## src/rtl/vrsm_pkg.sv

```systemverilog
`default_nettype none

package vrsm_pkg;

  localparam int MODE_W   = 3;
  localparam int VREG_W   = 8;
  localparam int RIDX_W   = 2;
  localparam int PREG_W   = 2;
  localparam int STATUS_W = 2;
  localparam int OFF_W    = 7;
  localparam int DEPTH_W  = 5;

  localparam int SLOT_BYTES = 4;
  localparam logic [DEPTH_W-1:0] DEPTH_MAX = 5'd31;

  localparam logic [MODE_W-1:0] MODE_GET_FREE    = 3'd0;
  localparam logic [MODE_W-1:0] MODE_RESTORE     = 3'd1;
  localparam logic [MODE_W-1:0] MODE_SPILL       = 3'd2;
  localparam logic [MODE_W-1:0] MODE_BIND        = 3'd3;
  localparam logic [MODE_W-1:0] MODE_RELEASE     = 3'd4;
  localparam logic [MODE_W-1:0] MODE_RELEASE_ALL = 3'd5;
  localparam logic [MODE_W-1:0] MODE_ADD_SPILLED = 3'd6;
  localparam logic [MODE_W-1:0] MODE_NOP         = 3'd7;

  localparam logic [STATUS_W-1:0] ST_OK        = 2'd0;
  localparam logic [STATUS_W-1:0] ST_NO_FREE   = 2'd1;
  localparam logic [STATUS_W-1:0] ST_NOT_FOUND = 2'd2;
  localparam logic [STATUS_W-1:0] ST_FULL      = 2'd3;

  typedef struct packed {
    logic wr;
    logic clr;
    logic clr_all;
  } tbl_cmd_t;

  function automatic logic [OFF_W-1:0] offset_of(input logic [DEPTH_W-1:0] depth);
    logic [OFF_W-1:0] mag;
    mag = OFF_W'(32'(depth) * SLOT_BYTES);
    return OFF_W'(0) - mag;
  endfunction

endpackage

`default_nettype wire

```

## src/rtl/vrsm_phys_file.sv

```systemverilog
`default_nettype none

module vrsm_phys_file #(
  parameter int NUM_PHYS = 3,
  parameter int PIW      = 2
) (
  input  logic                     clk_i,
  input  logic                     rst_ni,
  input  logic [PIW-1:0]           idx_i,
  input  vrsm_pkg::tbl_cmd_t       cmd_i,
  input  logic [vrsm_pkg::VREG_W-1:0] wdata_i,
  output logic [vrsm_pkg::VREG_W-1:0] rdata_o,
  output logic                     rvalid_o
);
  import vrsm_pkg::*;

  logic [VREG_W-1:0]   owner_q [NUM_PHYS];
  logic [NUM_PHYS-1:0] valid_q;

  assign rdata_o  = owner_q[idx_i];
  assign rvalid_o = valid_q[idx_i];

  always_ff @(posedge clk_i) begin
    if (cmd_i.wr) begin
      owner_q[idx_i] <= wdata_i;
    end
  end

  always_ff @(posedge clk_i or negedge rst_ni) begin
    if (!rst_ni) begin
      valid_q <= '0;
    end else if (cmd_i.clr_all) begin
      valid_q <= '0;
    end else if (cmd_i.wr) begin
      valid_q[idx_i] <= 1'b1;
    end else if (cmd_i.clr) begin
      valid_q[idx_i] <= 1'b0;
    end
  end

endmodule

`default_nettype wire

```

## src/rtl/vrsm_slot_table.sv

```systemverilog
`default_nettype none

module vrsm_slot_table #(
  parameter int NUM_SLOTS = 16,
  parameter int SIW       = 4
) (
  input  logic                        clk_i,
  input  logic                        rst_ni,
  input  logic [SIW-1:0]              addr_i,
  input  vrsm_pkg::tbl_cmd_t          cmd_i,
  input  logic [vrsm_pkg::VREG_W-1:0] wdata_i,
  output logic [vrsm_pkg::VREG_W-1:0] rdata_o,
  output logic                        rvalid_o
);
  import vrsm_pkg::*;

  logic [VREG_W-1:0]    mem_q [NUM_SLOTS];
  logic [NUM_SLOTS-1:0] valid_q;
  logic [VREG_W-1:0]    rdata_q;
  logic                 rvalid_q;

  assign rdata_o  = rdata_q;
  assign rvalid_o = rvalid_q;

  always_ff @(posedge clk_i) begin
    if (cmd_i.wr) begin
      mem_q[addr_i] <= wdata_i;
    end
    rdata_q <= mem_q[addr_i];
  end

  always_ff @(posedge clk_i or negedge rst_ni) begin
    if (!rst_ni) begin
      valid_q  <= '0;
      rvalid_q <= 1'b0;
    end else begin
      rvalid_q <= valid_q[addr_i];
      if (cmd_i.clr_all) begin
        valid_q <= '0;
      end else if (cmd_i.wr) begin
        valid_q[addr_i] <= 1'b1;
      end else if (cmd_i.clr) begin
        valid_q[addr_i] <= 1'b0;
      end
    end
  end

endmodule

`default_nettype wire

```

## src/rtl/virtual_register_spill_map.sv

```systemverilog
`default_nettype none

// Register allocator with spill table. A transaction is taken when start is high and busy is
// low; busy then stays high while a sequencer walks the physical registers one per cycle and
// the spill slot memory one per cycle through a single shared owner comparator, and commits
// the update in a final commit state. The result appears for exactly one cycle with done_o, in
// the first cycle in which busy is low again, and cannot be stalled. Release all and the
// no-operation code skip both walks and go straight from start to the commit state.
// A new transaction may be started in the same cycle that done_o is shown.
module virtual_register_spill_map #(
  parameter int NUM_PHYS  = 3,
  parameter int NUM_SLOTS = 16
) (
  input  logic                          clk_i,
  input  logic                          rst_ni,
  input  logic                          start,
  output logic                          busy,
  input  logic [vrsm_pkg::MODE_W-1:0]   mode_i,
  input  logic [vrsm_pkg::VREG_W-1:0]   virtual_reg_i,
  input  logic [vrsm_pkg::RIDX_W-1:0]   reg_index_i,
  output logic                          done_o,
  output logic [vrsm_pkg::PREG_W-1:0]   phys_reg_o,
  output logic [vrsm_pkg::STATUS_W-1:0] status_o,
  output logic                          emit_load_o,
  output logic                          emit_store_o,
  output logic signed [vrsm_pkg::OFF_W-1:0] stack_offset_o
);
  import vrsm_pkg::*;

  localparam int PIW = (NUM_PHYS > 1) ? $clog2(NUM_PHYS) : 1;
  localparam int SIW = (NUM_SLOTS > 1) ? $clog2(NUM_SLOTS) : 1;
  localparam int SCW = $clog2(NUM_SLOTS + 1);
  localparam logic [PIW-1:0] PHYS_LAST = PIW'(NUM_PHYS - 1);
  localparam logic [SCW-1:0] SLOT_END  = SCW'(NUM_SLOTS);

  localparam logic [1:0] S_IDLE   = 2'd0;
  localparam logic [1:0] S_PSCAN  = 2'd1;
  localparam logic [1:0] S_SSCAN  = 2'd2;
  localparam logic [1:0] S_COMMIT = 2'd3;

  logic [1:0]          state_q, state_d;
  logic [MODE_W-1:0]   mode_q, mode_d;
  logic [VREG_W-1:0]   vr_q, vr_d;
  logic [RIDX_W-1:0]   ri_q, ri_d;
  logic [PIW-1:0]      pcnt_q, pcnt_d;
  logic [SCW-1:0]      scnt_q, scnt_d;
  logic                rd_pend_q, rd_pend_d;
  logic [SIW-1:0]      rd_tag_q, rd_tag_d;
  logic                pfree_found_q, pfree_found_d;
  logic [PIW-1:0]      pfree_idx_q, pfree_idx_d;
  logic                pmatch_found_q, pmatch_found_d;
  logic [PIW-1:0]      pmatch_idx_q, pmatch_idx_d;
  logic                ri_valid_q, ri_valid_d;
  logic                ri_hit_q, ri_hit_d;
  logic [VREG_W-1:0]   ri_owner_q, ri_owner_d;
  logic                sfree_found_q, sfree_found_d;
  logic [SIW-1:0]      sfree_idx_q, sfree_idx_d;
  logic                smatch_found_q, smatch_found_d;
  logic [SIW-1:0]      smatch_idx_q, smatch_idx_d;
  logic [DEPTH_W-1:0]  depth_q, depth_d;
  logic                done_q, done_d;
  logic [PREG_W-1:0]   preg_q, preg_d;
  logic [STATUS_W-1:0] status_q, status_d;
  logic                load_q, load_d;
  logic                store_q, store_d;
  logic [OFF_W-1:0]    off_q, off_d;

  logic [PIW-1:0]      phys_idx;
  tbl_cmd_t            phys_cmd;
  logic [VREG_W-1:0]   phys_rdata;
  logic                phys_rvalid;
  logic [SIW-1:0]      slot_addr;
  tbl_cmd_t            slot_cmd;
  logic [VREG_W-1:0]   slot_wdata;
  logic [VREG_W-1:0]   slot_rdata;
  logic                slot_rvalid;

  logic [VREG_W-1:0]   cmp_owner;
  logic                cmp_hit;
  logic                ri_ok;
  logic                ri_at_p;
  logic [DEPTH_W-1:0]  spill_depth;

  vrsm_phys_file #(
    .NUM_PHYS(NUM_PHYS),
    .PIW     (PIW)
  ) u_phys (
    .clk_i   (clk_i),
    .rst_ni  (rst_ni),
    .idx_i   (phys_idx),
    .cmd_i   (phys_cmd),
    .wdata_i (vr_q),
    .rdata_o (phys_rdata),
    .rvalid_o(phys_rvalid)
  );

  vrsm_slot_table #(
    .NUM_SLOTS(NUM_SLOTS),
    .SIW      (SIW)
  ) u_slots (
    .clk_i   (clk_i),
    .rst_ni  (rst_ni),
    .addr_i  (slot_addr),
    .cmd_i   (slot_cmd),
    .wdata_i (slot_wdata),
    .rdata_o (slot_rdata),
    .rvalid_o(slot_rvalid)
  );

  assign busy           = (state_q != S_IDLE);
  assign done_o         = done_q;
  assign phys_reg_o     = preg_q;
  assign status_o       = status_q;
  assign emit_load_o    = load_q;
  assign emit_store_o   = store_q;
  assign stack_offset_o = off_q;

  assign cmp_owner   = (state_q == S_PSCAN) ? phys_rdata : slot_rdata;
  assign cmp_hit     = (cmp_owner == vr_q);
  assign ri_ok       = (32'(ri_q) < NUM_PHYS);
  assign ri_at_p     = (32'(pcnt_q) == 32'(ri_q));
  assign spill_depth = (depth_q < DEPTH_MAX) ? depth_q + 5'd1 : depth_q;

  always_comb begin
    phys_idx = pcnt_q;
    if (state_q == S_COMMIT) begin
      if (mode_q == MODE_GET_FREE || mode_q == MODE_RESTORE) begin
        phys_idx = pfree_idx_q;
      end else begin
        phys_idx = PIW'(ri_q);
      end
    end
  end

  always_comb begin
    slot_addr = scnt_q[SIW-1:0];
    if (state_q == S_COMMIT) begin
      slot_addr = (mode_q == MODE_RESTORE) ? smatch_idx_q : sfree_idx_q;
    end
  end

  always_comb begin
    state_d        = state_q;
    mode_d         = mode_q;
    vr_d           = vr_q;
    ri_d           = ri_q;
    pcnt_d         = pcnt_q;
    scnt_d         = scnt_q;
    rd_pend_d      = 1'b0;
    rd_tag_d       = rd_tag_q;
    pfree_found_d  = pfree_found_q;
    pfree_idx_d    = pfree_idx_q;
    pmatch_found_d = pmatch_found_q;
    pmatch_idx_d   = pmatch_idx_q;
    ri_valid_d     = ri_valid_q;
    ri_hit_d       = ri_hit_q;
    ri_owner_d     = ri_owner_q;
    sfree_found_d  = sfree_found_q;
    sfree_idx_d    = sfree_idx_q;
    smatch_found_d = smatch_found_q;
    smatch_idx_d   = smatch_idx_q;
    depth_d        = depth_q;
    done_d         = 1'b0;
    preg_d         = preg_q;
    status_d       = status_q;
    load_d         = load_q;
    store_d        = store_q;
    off_d          = off_q;
    phys_cmd       = '0;
    slot_cmd       = '0;
    slot_wdata     = vr_q;

    unique case (state_q)
      S_IDLE: begin
        if (start) begin
          mode_d         = mode_i;
          vr_d           = virtual_reg_i;
          ri_d           = reg_index_i;
          pcnt_d         = '0;
          scnt_d         = '0;
          pfree_found_d  = 1'b0;
          pmatch_found_d = 1'b0;
          ri_valid_d     = 1'b0;
          ri_hit_d       = 1'b0;
          sfree_found_d  = 1'b0;
          smatch_found_d = 1'b0;
          if (mode_i == MODE_RELEASE_ALL || mode_i == MODE_NOP) begin
            state_d = S_COMMIT;
          end else begin
            state_d = S_PSCAN;
          end
        end
      end
      S_PSCAN: begin
        if (!phys_rvalid && !pfree_found_q) begin
          pfree_found_d = 1'b1;
          pfree_idx_d   = pcnt_q;
        end
        if (phys_rvalid && cmp_hit && !pmatch_found_q) begin
          pmatch_found_d = 1'b1;
          pmatch_idx_d   = pcnt_q;
        end
        if (ri_at_p) begin
          ri_valid_d = phys_rvalid;
          ri_hit_d   = phys_rvalid && cmp_hit;
          ri_owner_d = phys_rdata;
        end
        if (pcnt_q == PHYS_LAST) begin
          state_d = S_SSCAN;
          scnt_d  = '0;
        end else begin
          pcnt_d = pcnt_q + PIW'(1);
        end
      end
      S_SSCAN: begin
        if (rd_pend_q) begin
          if (!slot_rvalid && !sfree_found_q) begin
            sfree_found_d = 1'b1;
            sfree_idx_d   = rd_tag_q;
          end
          if (slot_rvalid && cmp_hit && !smatch_found_q) begin
            smatch_found_d = 1'b1;
            smatch_idx_d   = rd_tag_q;
          end
        end
        if (scnt_q != SLOT_END) begin
          rd_pend_d = 1'b1;
          rd_tag_d  = scnt_q[SIW-1:0];
          scnt_d    = scnt_q + SCW'(1);
        end else begin
          state_d = S_COMMIT;
        end
      end
      S_COMMIT: begin
        state_d  = S_IDLE;
        done_d   = 1'b1;
        preg_d   = '0;
        status_d = ST_OK;
        load_d   = 1'b0;
        store_d  = 1'b0;
        off_d    = '0;
        unique case (mode_q)
          MODE_GET_FREE: begin
            if (pfree_found_q) begin
              phys_cmd.wr = 1'b1;
              preg_d      = PREG_W'(pfree_idx_q);
            end else begin
              status_d = ST_NO_FREE;
            end
          end
          MODE_RESTORE: begin
            if (pmatch_found_q) begin
              preg_d = PREG_W'(pmatch_idx_q);
            end else if (!smatch_found_q) begin
              status_d = ST_NOT_FOUND;
            end else if (!pfree_found_q) begin
              status_d = ST_NO_FREE;
            end else begin
              phys_cmd.wr  = 1'b1;
              slot_cmd.clr = 1'b1;
              off_d        = offset_of(depth_q);
              depth_d      = (depth_q != '0) ? depth_q - 5'd1 : depth_q;
              load_d       = 1'b1;
              preg_d       = PREG_W'(pfree_idx_q);
            end
          end
          MODE_SPILL: begin
            preg_d = PREG_W'(ri_q);
            if (ri_ok && ri_valid_q) begin
              if (sfree_found_q) begin
                slot_cmd.wr  = 1'b1;
                slot_wdata   = ri_owner_q;
                phys_cmd.clr = 1'b1;
                store_d      = 1'b1;
                off_d        = offset_of(spill_depth);
                depth_d      = spill_depth;
              end else begin
                status_d = ST_FULL;
              end
            end
          end
          MODE_BIND: begin
            preg_d = PREG_W'(ri_q);
            if (ri_ok && !ri_hit_q) begin
              if (ri_valid_q && !sfree_found_q) begin
                status_d = ST_FULL;
              end else begin
                phys_cmd.wr = 1'b1;
                if (ri_valid_q) begin
                  slot_cmd.wr = 1'b1;
                  slot_wdata  = ri_owner_q;
                  store_d     = 1'b1;
                  off_d       = offset_of(spill_depth);
                  depth_d     = spill_depth;
                end
              end
            end
          end
          MODE_RELEASE: begin
            preg_d = PREG_W'(ri_q);
            if (ri_ok) begin
              phys_cmd.clr = 1'b1;
            end
          end
          MODE_RELEASE_ALL: begin
            phys_cmd.clr_all = 1'b1;
            slot_cmd.clr_all = 1'b1;
            depth_d          = '0;
          end
          MODE_ADD_SPILLED: begin
            if (sfree_found_q) begin
              slot_cmd.wr = 1'b1;
            end else begin
              status_d = ST_FULL;
            end
          end
          default: begin
          end
        endcase
      end
      default: begin
        state_d = S_IDLE;
      end
    endcase
  end

  always_ff @(posedge clk_i or negedge rst_ni) begin
    if (!rst_ni) begin
      state_q        <= S_IDLE;
      mode_q         <= '0;
      vr_q           <= '0;
      ri_q           <= '0;
      pcnt_q         <= '0;
      scnt_q         <= '0;
      rd_pend_q      <= 1'b0;
      rd_tag_q       <= '0;
      pfree_found_q  <= 1'b0;
      pfree_idx_q    <= '0;
      pmatch_found_q <= 1'b0;
      pmatch_idx_q   <= '0;
      ri_valid_q     <= 1'b0;
      ri_hit_q       <= 1'b0;
      ri_owner_q     <= '0;
      sfree_found_q  <= 1'b0;
      sfree_idx_q    <= '0;
      smatch_found_q <= 1'b0;
      smatch_idx_q   <= '0;
      depth_q        <= '0;
      done_q         <= 1'b0;
      preg_q         <= '0;
      status_q       <= ST_OK;
      load_q         <= 1'b0;
      store_q        <= 1'b0;
      off_q          <= '0;
    end else begin
      state_q        <= state_d;
      mode_q         <= mode_d;
      vr_q           <= vr_d;
      ri_q           <= ri_d;
      pcnt_q         <= pcnt_d;
      scnt_q         <= scnt_d;
      rd_pend_q      <= rd_pend_d;
      rd_tag_q       <= rd_tag_d;
      pfree_found_q  <= pfree_found_d;
      pfree_idx_q    <= pfree_idx_d;
      pmatch_found_q <= pmatch_found_d;
      pmatch_idx_q   <= pmatch_idx_d;
      ri_valid_q     <= ri_valid_d;
      ri_hit_q       <= ri_hit_d;
      ri_owner_q     <= ri_owner_d;
      sfree_found_q  <= sfree_found_d;
      sfree_idx_q    <= sfree_idx_d;
      smatch_found_q <= smatch_found_d;
      smatch_idx_q   <= smatch_idx_d;
      depth_q        <= depth_d;
      done_q         <= done_d;
      preg_q         <= preg_d;
      status_q       <= status_d;
      load_q         <= load_d;
      store_q        <= store_d;
      off_q          <= off_d;
    end
  end

  a_done_single: assert property (@(posedge clk_i) disable iff (!rst_ni)
    done_o |=> !done_o)
    else $error("done_o held for more than one cycle");

  a_start_busy: assert property (@(posedge clk_i) disable iff (!rst_ni)
    (start && !busy) |=> busy)
    else $error("accepted transaction did not raise busy");

  a_load_store_excl: assert property (@(posedge clk_i) disable iff (!rst_ni)
    done_o |-> !(emit_load_o && emit_store_o))
    else $error("load and store flagged in one transaction");

  a_fail_no_move: assert property (@(posedge clk_i) disable iff (!rst_ni)
    (done_o && status_o != ST_OK) |-> (!emit_load_o && !emit_store_o))
    else $error("failed transaction flagged a load or store");

endmodule

`default_nettype wire
```

## config.mk

```make
export PLATFORM = sky130hd
export DESIGN_NAME = virtual_register_spill_map
export DESIGN_NICKNAME = d
export VERILOG_FILES = /design/src/rtl/vrsm_pkg.sv /design/src/rtl/vrsm_phys_file.sv /design/src/rtl/vrsm_slot_table.sv /design/src/rtl/virtual_register_spill_map.sv
export SDC_FILE = /design/constraint.sdc
export NUM_CORES = 1
export LEC_CHECK = 0
export BUFFER_PORTS_ARGS = -buffer_cell sky130_fd_sc_hd__buf_2
export CORE_ASPECT_RATIO = 1.1
export CORE_MARGIN = 5
export CORE_UTILIZATION = 61
export CTS_BUF_LIST = sky130_fd_sc_hd__clkbuf_4
export CTS_CLUSTER_DIAMETER = 80
export CTS_CLUSTER_SIZE = 14
export DETAILED_ROUTE_END_ITERATION = 7
export GPL_ROUTABILITY_DRIVEN = 1
export GPL_TIMING_DRIVEN = 0
export PLACE_DENSITY = 0.76
export SLEW_MARGIN = 20
export SYNTH_ARGS = -nofsm -noshare
export SYNTH_HDL_FRONTEND = slang
export SYNTH_HIERARCHICAL = 1
export SYNTH_SLANG_ARGS = --single-unit
```

## constraint.sdc

```tcl
create_clock -name clk_i -period 3.7 [get_ports clk_i]
set_clock_uncertainty 0.1 [all_clocks]
set_input_delay 0.555 -clock clk_i [delete_from_list [all_inputs] [get_ports clk_i]]
set_output_delay 0.555 -clock clk_i [all_outputs]
set_load 0.05 [all_outputs]
```

# After elaboration in Yosys (flattened, before gate mapping)
# Memories as Yosys holds them, arrays and structs flattened. A register that Yosys moved wholly into a read port is not among the register bits.
# Index checks and enable logic that the tools add are counted.
# totals
reg_bits,92
ramBits,152
input_bits,16
output_inout_bits,15
memories,2
# op_classes
addsub,6
magnitude_cmp,6
n_eq_ne,35
muxes,111
bitwise,6
reduce_logical,47
# memory_table
name,words,width,rd,rd_ports_with_merged_regs,wr,line_no,source
u_slots.mem_q,16,8,1,1,1,vrsm_slot_table.sv:17,logic [VREG_W-1:0] mem_q [NUM_SLOTS];
u_phys.owner_q,3,8,1,0,1,vrsm_phys_file.sv:17,logic [VREG_W-1:0] owner_q [NUM_PHYS];
# op_table
cell,count
$mux 5,13
$mux 7,8
$mux 8,7
$mux 16,3
$mux 1,34
$mux 2,17
$ne 2x2->1 const B,16
$pmux 7 s3,1
$reduce_and 3->1,7
$pmux 5 s4,1
$and 16x16->16,1
$not 16->16,1
$or 16x16->16,1
$pmux 1 s2,8
$pmux 8 s2,1
$eq 3x3->1 const B,5
$mux 3,5
$pmux 5 s3,1
$sub 1x7->7 const A,2
$reduce_and 4->1,3
$logic_and 1x1->1,11
$reduce_and 11->1,1
$add 5x1->5 const B,2
$pmux 2 s5,1
other kinds (38),61

# Longest topological paths before layout
# Gate-level depths: netlist of the first run.
# logic_depth
ltp_word,13
ltp_mapped,14
ltp_nobuf,10

# By module
# The synthesis of the first run kept the hierarchy.
# modules_own_cells
module,instances,cells_per_inst,area_each_um2,seq_area_each_um2
vrsm_slot_table,1,312,5940.7,4429.2
virtual_register_spill_map,1,402,4051.4,1751.7
vrsm_phys_file,1,71,1099.8,795.8

# Worst setup path after synthesis of the first run
# No wires, ideal clock.
# synth_timing
kind,register to register
start,register state_q[0]
end,register smatch_idx_q[0]
setup_time_ns,0.128
arrival_ns,2.974
required_ns,3.472
setup_slack_ns,0.498
path_stages_with_launch,14
path_buffers,4
period_less_slack_ns,3.202
path_cell_list,dfrtp_1 > ha_1 > clkbuf_1 > clkbuf_1 > a21oi_1 > buf_6 > buf_6 > mux2i_1 > o21ai_0 > mux2i_1 > xnor2_1 > nor4_2 > nand3_2 > mux2_1
# synth_via
elab_chain_cells,8
elab_cells_between_ends,10
# synth_rtl
item,line_no,source
from (decl),virtual_register_spill_map.sv:41,"logic [1:0] state_q, state_d;"
from (signal assigned),virtual_register_spill_map.sv:356,state_q <= state_d;
$eq 2x2->1,virtual_register_spill_map.sv:126,if (state_q == S_COMMIT) begin
$mux 2,virtual_register_spill_map.sv:126,
named net phys_idx[0],virtual_register_spill_map.sv:68,logic [PIW-1:0] phys_idx;
$mem_v2 3x8,-,
named net phys_rdata[1],virtual_register_spill_map.sv:70,logic [VREG_W-1:0] phys_rdata;
$mux 8,virtual_register_spill_map.sv:118,assign cmp_owner = (state_q == S_PSCAN) ? phys_rdata : slot_rdata;
$eq 8x8->1,virtual_register_spill_map.sv:119,assign cmp_hit = (cmp_owner == vr_q);
$logic_and 1x1->1 (2 in a row),virtual_register_spill_map.sv:221,if (slot_rvalid && cmp_hit && !smatch_found_q) begin
$reduce_and 3->1 (no line),-,
to (signal assigned),virtual_register_spill_map.sv:374,smatch_idx_q <= smatch_idx_d;
to (decl),virtual_register_spill_map.sv:59,"logic [SIW-1:0] smatch_idx_q, smatch_idx_d;"
# The timed path passes the listed nets, and every way through them passes these cells.
# A chain may end at the register's enable or synchronous reset.

# Worst setup path after layout of the first run
# layout_timing
start,register mode_q[1]
end,"memory u_slots.mem_q[11][2], enable pin"
# layout_via
elab_cells_between_ends,10
# layout_rtl
item,line_no,source
from (decl),virtual_register_spill_map.sv:42,"logic [MODE_W-1:0] mode_q, mode_d;"
from (signal assigned),virtual_register_spill_map.sv:357,mode_q <= mode_d;
$eq 3x1->1,virtual_register_spill_map.sv:138,slot_addr = (mode_q == MODE_RESTORE) ? smatch_idx_q : sfree_idx_q;
$mux 4,virtual_register_spill_map.sv:138,
$mux 4,virtual_register_spill_map.sv:137,if (state_q == S_COMMIT) begin
named net slot_addr[3],virtual_register_spill_map.sv:72,logic [SIW-1:0] slot_addr;
to (decl),vrsm_slot_table.sv:17,
# The timed path passes the listed nets, and every way through them passes these cells.

==> results of run 1 <==
## layer usage
layer	track usage [%]	wire, um	vias up
li1	-	-	3079
met1	30.4	9840	3497
met2	40.7	12300	258
met3	3.35	1320	56
met4	6.77	606	0
met5	0	0	-
## what timing repair did
action | in CTS | in global routing
gates resized for setup | 11 | 11
pin swaps | 0 | 2
setup buffers | 0 | 2
setup endpoints to repair | 113 | 84
hold buffers | 3 | 0
hold endpoints to repair | 43 | 0
## stage by stage
step | worst slack (ns) | util, % | hold WS (ns) | instances | instance area (um2)
3_3_place_gp | -0.647 | 64.8 | 0.374 | 1052 | 11500
6_report | 0.158 | 67.1 | 0.0236 | 1096 | 11900
4_1_cts | 0.00738 | 66.8 | 0.00400 | 1093 | 11900
3_5_place_dp | -0.691 | 65.0 | 0.381 | 1053 | 11600
2_1_floorplan | 0.498 | - | 0.159 | 786 | 11100
5_1_grt | 0.0127 | 67.1 | 0.00234 | 1096 | 11900
## path summary, 6_finish.rpt
| path | startpoint | endpoint | slack, ns | cells after the start |
|---|---|---|---|---|
| hold / removal | mode_i[1] | mode_q[1] | 0.02 | 2 |
| setup / recovery | mode_q[1] | u_slots/mem_q[11][2] | 0.16 | 8 |
| setup reg to reg | mode_q[1] | u_slots/mem_q[11][2] | 0.16 | 8 |
| max in group asynchronous | rst_ni | ri_owner_q[2] | 2.53 | 3 |
| hold reg to reg | smatch_idx_q[0] | smatch_idx_q[0] | 0.41 | 1 |
| min in group asynchronous | rst_ni | stack_offset_o[4] | 0.30 | 2 |
## cells in the mapped netlist, types with 5 or more instances
master / number
o22ai_1: 9
edfxtp_1: 152
mux2i_1: 26
nor2_1: 22
nor2b_1: 8
ha_1: 11
nor3b_1: 7
xnor2_1: 12
a22oi_1: 22
nand4_1: 5
and2_1: 5
a31oi_1: 5
clkbuf_1: 23
nand2b_1: 8
mux4_2: 21
nand3b_1: 7
inv_1: 44
xor2_1: 5
mux4_1: 15
dfrtp_1: 90
a21oi_1: 44
o21ai_0: 43
buf_6: 7
dfxtp_1: 8
nand3_1: 8
nand2_1: 59
buf_2: 8
nor3_1: 7
mux2_2: 42
## critical path, stage by stage (launching register included)
cell	delay (ns)
dfrtp_1	0.38
buf_2	0.19
nor3b_4	0.53
mux2i_1	0.14
a21oi_1	0.51
nor2b_1	0.42
clkbuf_1	0.42
nand2_1	0.16
inv_1	0.32
## state kept, by name, indices dropped and copies added, names as in the netlist, 5 cells and up
register / flops
ri_owner_q: 8
stack_offset_o: 5
u_slots/valid_q: 16
depth_q: 5
vr_q: 8
u_slots/mem_q: 128
u_phys/owner_q: 24
scnt_q: 5
u_slots/rdata_o: 8
## cell type report
class	count	area, um2
Inverter	44	165
Antenna cell	2	5.00
Multi-Input combinational cell	448	3760
Clock buffer	36	270
Timing Repair Buffer	34	215
Sequential cell	250	6980
Tap cell	238	298
Fill cell	1244	5860
Buffer	43	250
Clock inverter	1	3.75
## cell families (layout without fill, tap and decap cells)
| kind of cell | count (synthesis) | in the layout | share of synthesized area, % |
|---|---|---|---|
| adders and majority gates | 11 | 11 | 1.24 |
| and+or+nand+nor | 157 | 157 | 7.42 |
| buffers and inverters | 88 | 158 | 3.68 |
| muxes | 108 | 108 | 14.8 |
| other | 1 | 4 | 0.0338 |
| AOI/OAI and AO/OA | 153 | 153 | 8.55 |
| DFF | 250 | 250 | 62.9 |
| xor gates and xnor gates | 17 | 17 | 1.34 |
## power breakdown
| group | total (mW) | switching [mW] | leakage, nW | internal [mW] |
|---|---|---|---|---|
| Clock | 1.26 | 0.822 | 0.170 | 0.437 |
| Combinational | 4.25 | 2.54 | 1.82 | 1.71 |
| Sequential | 3.86 | 0.298 | 2.62 | 3.56 |
| Total | 9.37 | 3.66 | 4.60 | 5.71 |
==> flow_metrics.py, run 1 <==
metrics = {
    "outcome": {
        "status": "completed",
    },
    "logic_synthesis": {
        "synth_cell_types": 69,
        "ys_warn_count": 6,
        "avgSynthCellArea_um2": 14.1,
        "syn-cell-area_um2": 11100,
        "synth_edf_count": 152,
        "netlist_instances": 785,
        "synthTopCellsByArea": "edfxtp_1, dfrtp_1, mux2_2",
        "async_reset_ff_share_pct": 36.0,
        "synth_largest_area_cell": "edfxtp_1",
        "yosysSeqAreaShare_pct": 62.9,
        "synthDominantCellAreaShare_pct": 41.2,
        "ys_ff_latch": 250,
        "synth_ff_type": "edfxtp_1",
    },
    "cts": {
        "cts_root_buffer": "clkbuf_4",
        "cts.sinks": 250,
        "clockBufferDepth": 3,
        "htreeDepth": 1,
        "clk_latency_ns": 0.66,
        "cts.clk_slew.worst_paths_ns": 0.15,
        "cts_tree": "built",
        "cts_made_buffers": 21,
    },
    "detailed_routing": {
        "wl_per_cell_um": 21.9,
        "drc": 0,
        "vias": 6890,
        "drt-initial-drc-count": 666,
        "drt-pass1-iter-count": 6,
        "ant_nets": 0,
        "viasPerCell": 6.29,
        "routed_wl_um": 24000,
    },
    "power": {
        "powerDensity_nw_per_um2": 784,
        "peakVddDrop_mv": 0.402,
        "power.leakage_nw": 4.60,
        "total_power_mw": 9.37,
    },
    "cells_and_area": {
        "layout_commonest_cell": "edfxtp_1",
        "final_cell_mix": "edfxtp_1, dfrtp_1, nand2_1, inv_1, mux2_2",
        "finalNetCount": 869,
        "drive_gt1_share_pct": 20.1,
        "syn2layout_area_growth_pct": 7.72,
    },
    "global_routing": {
        "antenna_found_initial": 1,
        "grt_pass1_vias": 6954,
        "grt.total_usage_pct": 23.1,
        "grt_max_degree": 50,
        "grt.overflow.total": 0,
        "grt_pass1_wl_um": 38000,
    },
    "timing": {
        "fin_crit_sh_pct": 95.7,
        "period_minus_slack_ns": 3.54,
        "hold_viol_final": 0,
        "fmax_mhz": 282,
        "finalSetupViolCount": 0,
        "grt_setup_unrepaired": "false",
        "fin_tns_setup_ns": 0,
        "worst_slew_pin_slew_ns": 0.767,
        "slew_violations": 0,
        "relSlewSlack_pct": 48.7,
    },
    "placement": {
        "port_buffers": 28,
        "post-dp-hpwl_um": 16900,
        "gp_congestion": 0.973,
    },
    "die": {
        "row_count": 51,
        "fp.coreArea_um2": 17800,
        "die-width_um": 139,
        "dieArea_um2": 21000,
        "io_pins": 31,
        "die_y_um": 151,
        "initial_core_util_pct": 62.3,
    },
    "min_path": {
        "min_path_type": "input pin to flop",
    },
    "setup_path": {
        "worstPathRequired_ns": 3.92,
        "end_kind": "flop",
        "path_class": "flop to flop",
        "cp_max_fo": 10,
        "start_kind": "flop",
        "cp_data_arrival_time_ns": 3.76,
    },
    "flow_run": {
        "drv_cap": 0,
    },
}
No activity file was read; power rests on OpenSTA's default activity.
==> inputs of run 2 (changes only) <==
--- a/config.mk
+++ b/config.mk
@@ -5,6 +5,7 @@
 export SDC_FILE = /design/constraint.sdc
 export NUM_CORES = 1
 export LEC_CHECK = 0
+export ABC_AREA = 1
 export BUFFER_PORTS_ARGS = -buffer_cell sky130_fd_sc_hd__buf_2
 export CORE_ASPECT_RATIO = 1.1
 export CORE_MARGIN = 5
==> run 2 against run 1 <==
- design area up 5.2%
- sequential share of layout area down 2.9 points
- fmax up 7.0%
- worst setup slack better by 0.23 ns
- critical path depth up 11
- via count up 29%
- combinational power up 15%
- flip-flop and latch count unchanged
- area after synthesis up 5.2%
- largest power group unchanged
==> flow_metrics.py, run 2 <==
metrics = {
    "timing": {
        "relSlewSlack_pct": 43.3,
        "fin_tns_setup_ns": 0,
        "fin_crit_sh_pct": 89.5,
        "layout_setup_ws_ns": 0.390,
        "hold_viol_final": 0,
        "worst_slew_pin_slew_ns": 0.850,
        "slew_violations": 0,
        "grt_setup_unrepaired": "false",
        "finalSetupViolCount": 0,
        "fmax_mhz": 302,
        "period_minus_slack_ns": 3.31,
    },
    "setup_path": {
        "rrSetupSlack_ns": 0.39,
        "ff2ff_path_depth": 19,
        "crit_cells": 19,
        "setup.worst_path.end": "pmatch_idx_q[0]",
        "slowest_stage": "a21oi_1",
        "crit_buf_inv": 4,
        "max_stage_delay_ns": 0.45,
        "cp_max_fo": 10,
        "reg2reg_from": "state_q[0]",
        "critical-path-top-delay-family": "simple AND/OR/NAND/NOR gates",
        "crit_chain": "ha_1 -> clkbuf_1 -> nand2_1 -> a21oi_1 -> a21oi_1 -> inv_1 -> nand2_1 -> inv_2 -> nand2_1 -> nand3_1 -> nand2_1 -> nand2_1 -> xor2_1 -> nand2_1 -> nor2_2 -> buf_6 -> nand3_2 -> nand2_1 -> nand2_1",
        "worstPathRequired_ns": 4.18,
        "start_kind": "flop",
        "cp_data_arrival_time_ns": 3.79,
        "end_kind": "flop",
        "r2r_end": "pmatch_idx_q[0]",
        "cpMostUsedCell": "nand2_1",
        "path_class": "flop to flop",
        "critPathLaunch": "state_q[0]",
    },
    "cts": {
        "cts_made_buffers": 21,
        "post_cts.resized_instances": 0,
        "cts.sinks": 250,
        "cts.clk_slew.worst_paths_ns": 0.15,
        "cts_root_buffer": "clkbuf_4",
        "htreeDepth": 1,
        "cts_tree": "built",
        "clk_latency_ns": 0.67,
        "clockBufferDepth": 3,
    },
    "cells_and_area": {
        "largest_reg_flops": 128,
        "final_cell_mix": "nand2_1, edfxtp_1, inv_1, dfrtp_1, o21ai_0",
        "largest_registers": "u_slots/mem_q: 128 flops, u_phys/owner_q: 24 flops, u_slots/valid_q: 16 flops",
        "drive_gt1_share_pct": 9.41,
        "fin_util_pct": 66.2,
        "syn2layout_area_growth_pct": 7.70,
        "layout_commonest_cell": "nand2_1",
        "fin_area_um2": 12600,
        "finalNetCount": 1418,
        "top_register": "u_slots/mem_q",
    },
    "detailed_routing": {
        "wl_per_cell_um": 16.4,
        "drt-pass1-iter-count": 5,
        "drt-initial-drc-count": 789,
        "vias": 8858,
        "routed_wl_um": 27100,
        "viasPerCell": 5.37,
        "drc": 0,
        "ant_nets": 0,
    },
    "logic_synthesis": {
        "synth_ff_type": "edfxtp_1",
        "syn-cell-area_um2": 11700,
        "ys_ff_latch": 250,
        "netlist_instances": 1326,
        "synth_largest_area_cell": "edfxtp_1",
        "synth.most_common_cell": "nand2_1",
        "avgSynthCellArea_um2": 8.80,
        "synth_common_cells": "nand2_1, edfxtp_1, inv_1, dfrtp_1, o21ai_0",
        "synthDominantCellAreaShare_pct": 39.1,
        "ys_warn_count": 6,
        "synth_edf_count": 152,
        "synth_cell_types": 40,
        "synthTopCellsByArea": "edfxtp_1, nand2_1, dfrtp_1",
        "yosysSeqAreaShare_pct": 59.8,
        "async_reset_ff_share_pct": 36.0,
    },
    "global_routing": {
        "grt_pass1_vias": 8584,
        "antenna_found_initial": 0,
        "grt_max_degree": 75,
        "grt_pass1_wl_um": 43600,
        "grt.overflow.total": 0,
        "grt.total_usage_pct": 24.9,
    },
    "power": {
        "power_switching_mw": 4.56,
        "p_seq_share_pct": 38.7,
        "power_frac_clock_pct": 12.4,
        "powerDensity_nw_per_um2": 793,
        "peakVddDrop_mv": 0.421,
        "combPwrFrac_pct": 48.9,
        "swShare_pct": 45.8,
        "p_int_mw": 5.40,
        "power.leakage_nw": 5.87,
    },
    "outcome": {
        "status": "completed",
    },
    "min_path": {
        "holdPathStages": 3,
        "min_path_type": "input pin to flop",
    },
    "placement": {
        "port_buffers": 28,
        "post-dp-hpwl_um": 19300,
        "gp_congestion": 1.03,
        "place_area_um2": 12200,
        "dp_slack_ns": 0.429,
    },
    "die": {
        "fp.coreArea_um2": 19000,
        "die_y_um": 155,
        "row_count": 53,
        "io_pins": 31,
        "die-width_um": 142,
        "dieArea_um2": 22000,
        "initial_core_util_pct": 61.5,
    },
    "flow_run": {
        "drv_cap": 0,
    },
}
## run 2: cell count changes in the layout (fill, tap and decap cells not counted), sizes merged, moves of 9 or more
cell         delta
a21oi          -12
a22oi          -22
buf            +11
clkbuf         -12
dlygate4sd3     +9
inv            +63
mux2           -42
mux2i          -26
mux4           -36
nand2         +581
nand3          +30
nor2           +33
o21ai          +37
## run 2: kinds of logic after synthesis
group           after synthesis  share of synthesized area, %
other cells                   1                        0.0321
compound gates              132                          6.00
mux                           4                         0.386
flops                       250                          59.8
simple gates                759                          25.7
xor+xnor                     11                         0.955
fa+ha+maj                    11                          1.18
buf+inv                     158                          5.97
## run 2: through the flow
| stage | cells | hold WS [ns] | power, mW |
|---|---|---|---|
| after CTS | 1650 | 0.00627 | 9.98 |
| after global routing | 1650 | 0.0380 | 10.8 |
| after global placement | 1602 | 0.356 | 8.60 |
| after detailed placement | 1603 | 0.300 | 8.73 |
| final | 1651 | 0.0481 | 9.96 |
| after floorplan | 1327 | 0.159 | 7.27 |
## run 2: worst min-delay path by stage
stage	slack [ns]	startpoint	endpoint
2_1_floorplan	0.16	rst_ni	depth_q[0]
3_3_place_gp	0.36	smatch_idx_q[3]	smatch_idx_q[3]
3_5_place_dp	0.30	rst_ni	depth_q[2]
4_1_cts	0.006	mode_i[0]	mode_q[0]
5_1_grt	0.04	mode_i[2]	mode_q[2]
6_report	0.05	mode_i[0]	mode_q[0]
## run 2: tightest hold or removal path, stage by stage
cell     delay, ns
buf_2         0.10
inv_1         0.06
o21ai_0       0.08
## run 2: power by group through the flow
stage / sequential, mW / combinational [mW] / clock [mW]
2_1_floorplan: 3.91 / 3.36 / 0
3_3_place_gp: 3.91 / 4.69 / 0
3_5_place_dp: 3.91 / 4.81 / 0
4_1_cts: 3.85 / 4.84 / 1.28
5_1_grt: 3.92 / 5.45 / 1.40
6_report: 3.86 / 4.87 / 1.23
## run 2: repair_timing
action,CTS,global route
setup buffers,0,0
hold buffers,12,0
endpoints found under the setup margin,0,0
hold endpoints to repair,101,0
## run 2: layout make-up
type                       count  area, um2
antenna                        1       2.50
sequential                   250       6980
clock buffer                  34        255
tap                          247        309
clock inverter                 1       3.75
multi-input combinational    919       4030
inverter                     112        420
timing repair buffer          41        294
buffer                        46        277
fill                        1603       6400
## run 2: per-layer routing
layer	vias up	wire length [um]	GRT usage [%]
met5	-	0	0
met4	0	711	6.90
met3	52	1500	2.71
met2	291	13600	43.7
met1	4133	11300	33.1
li1	4382	-	-
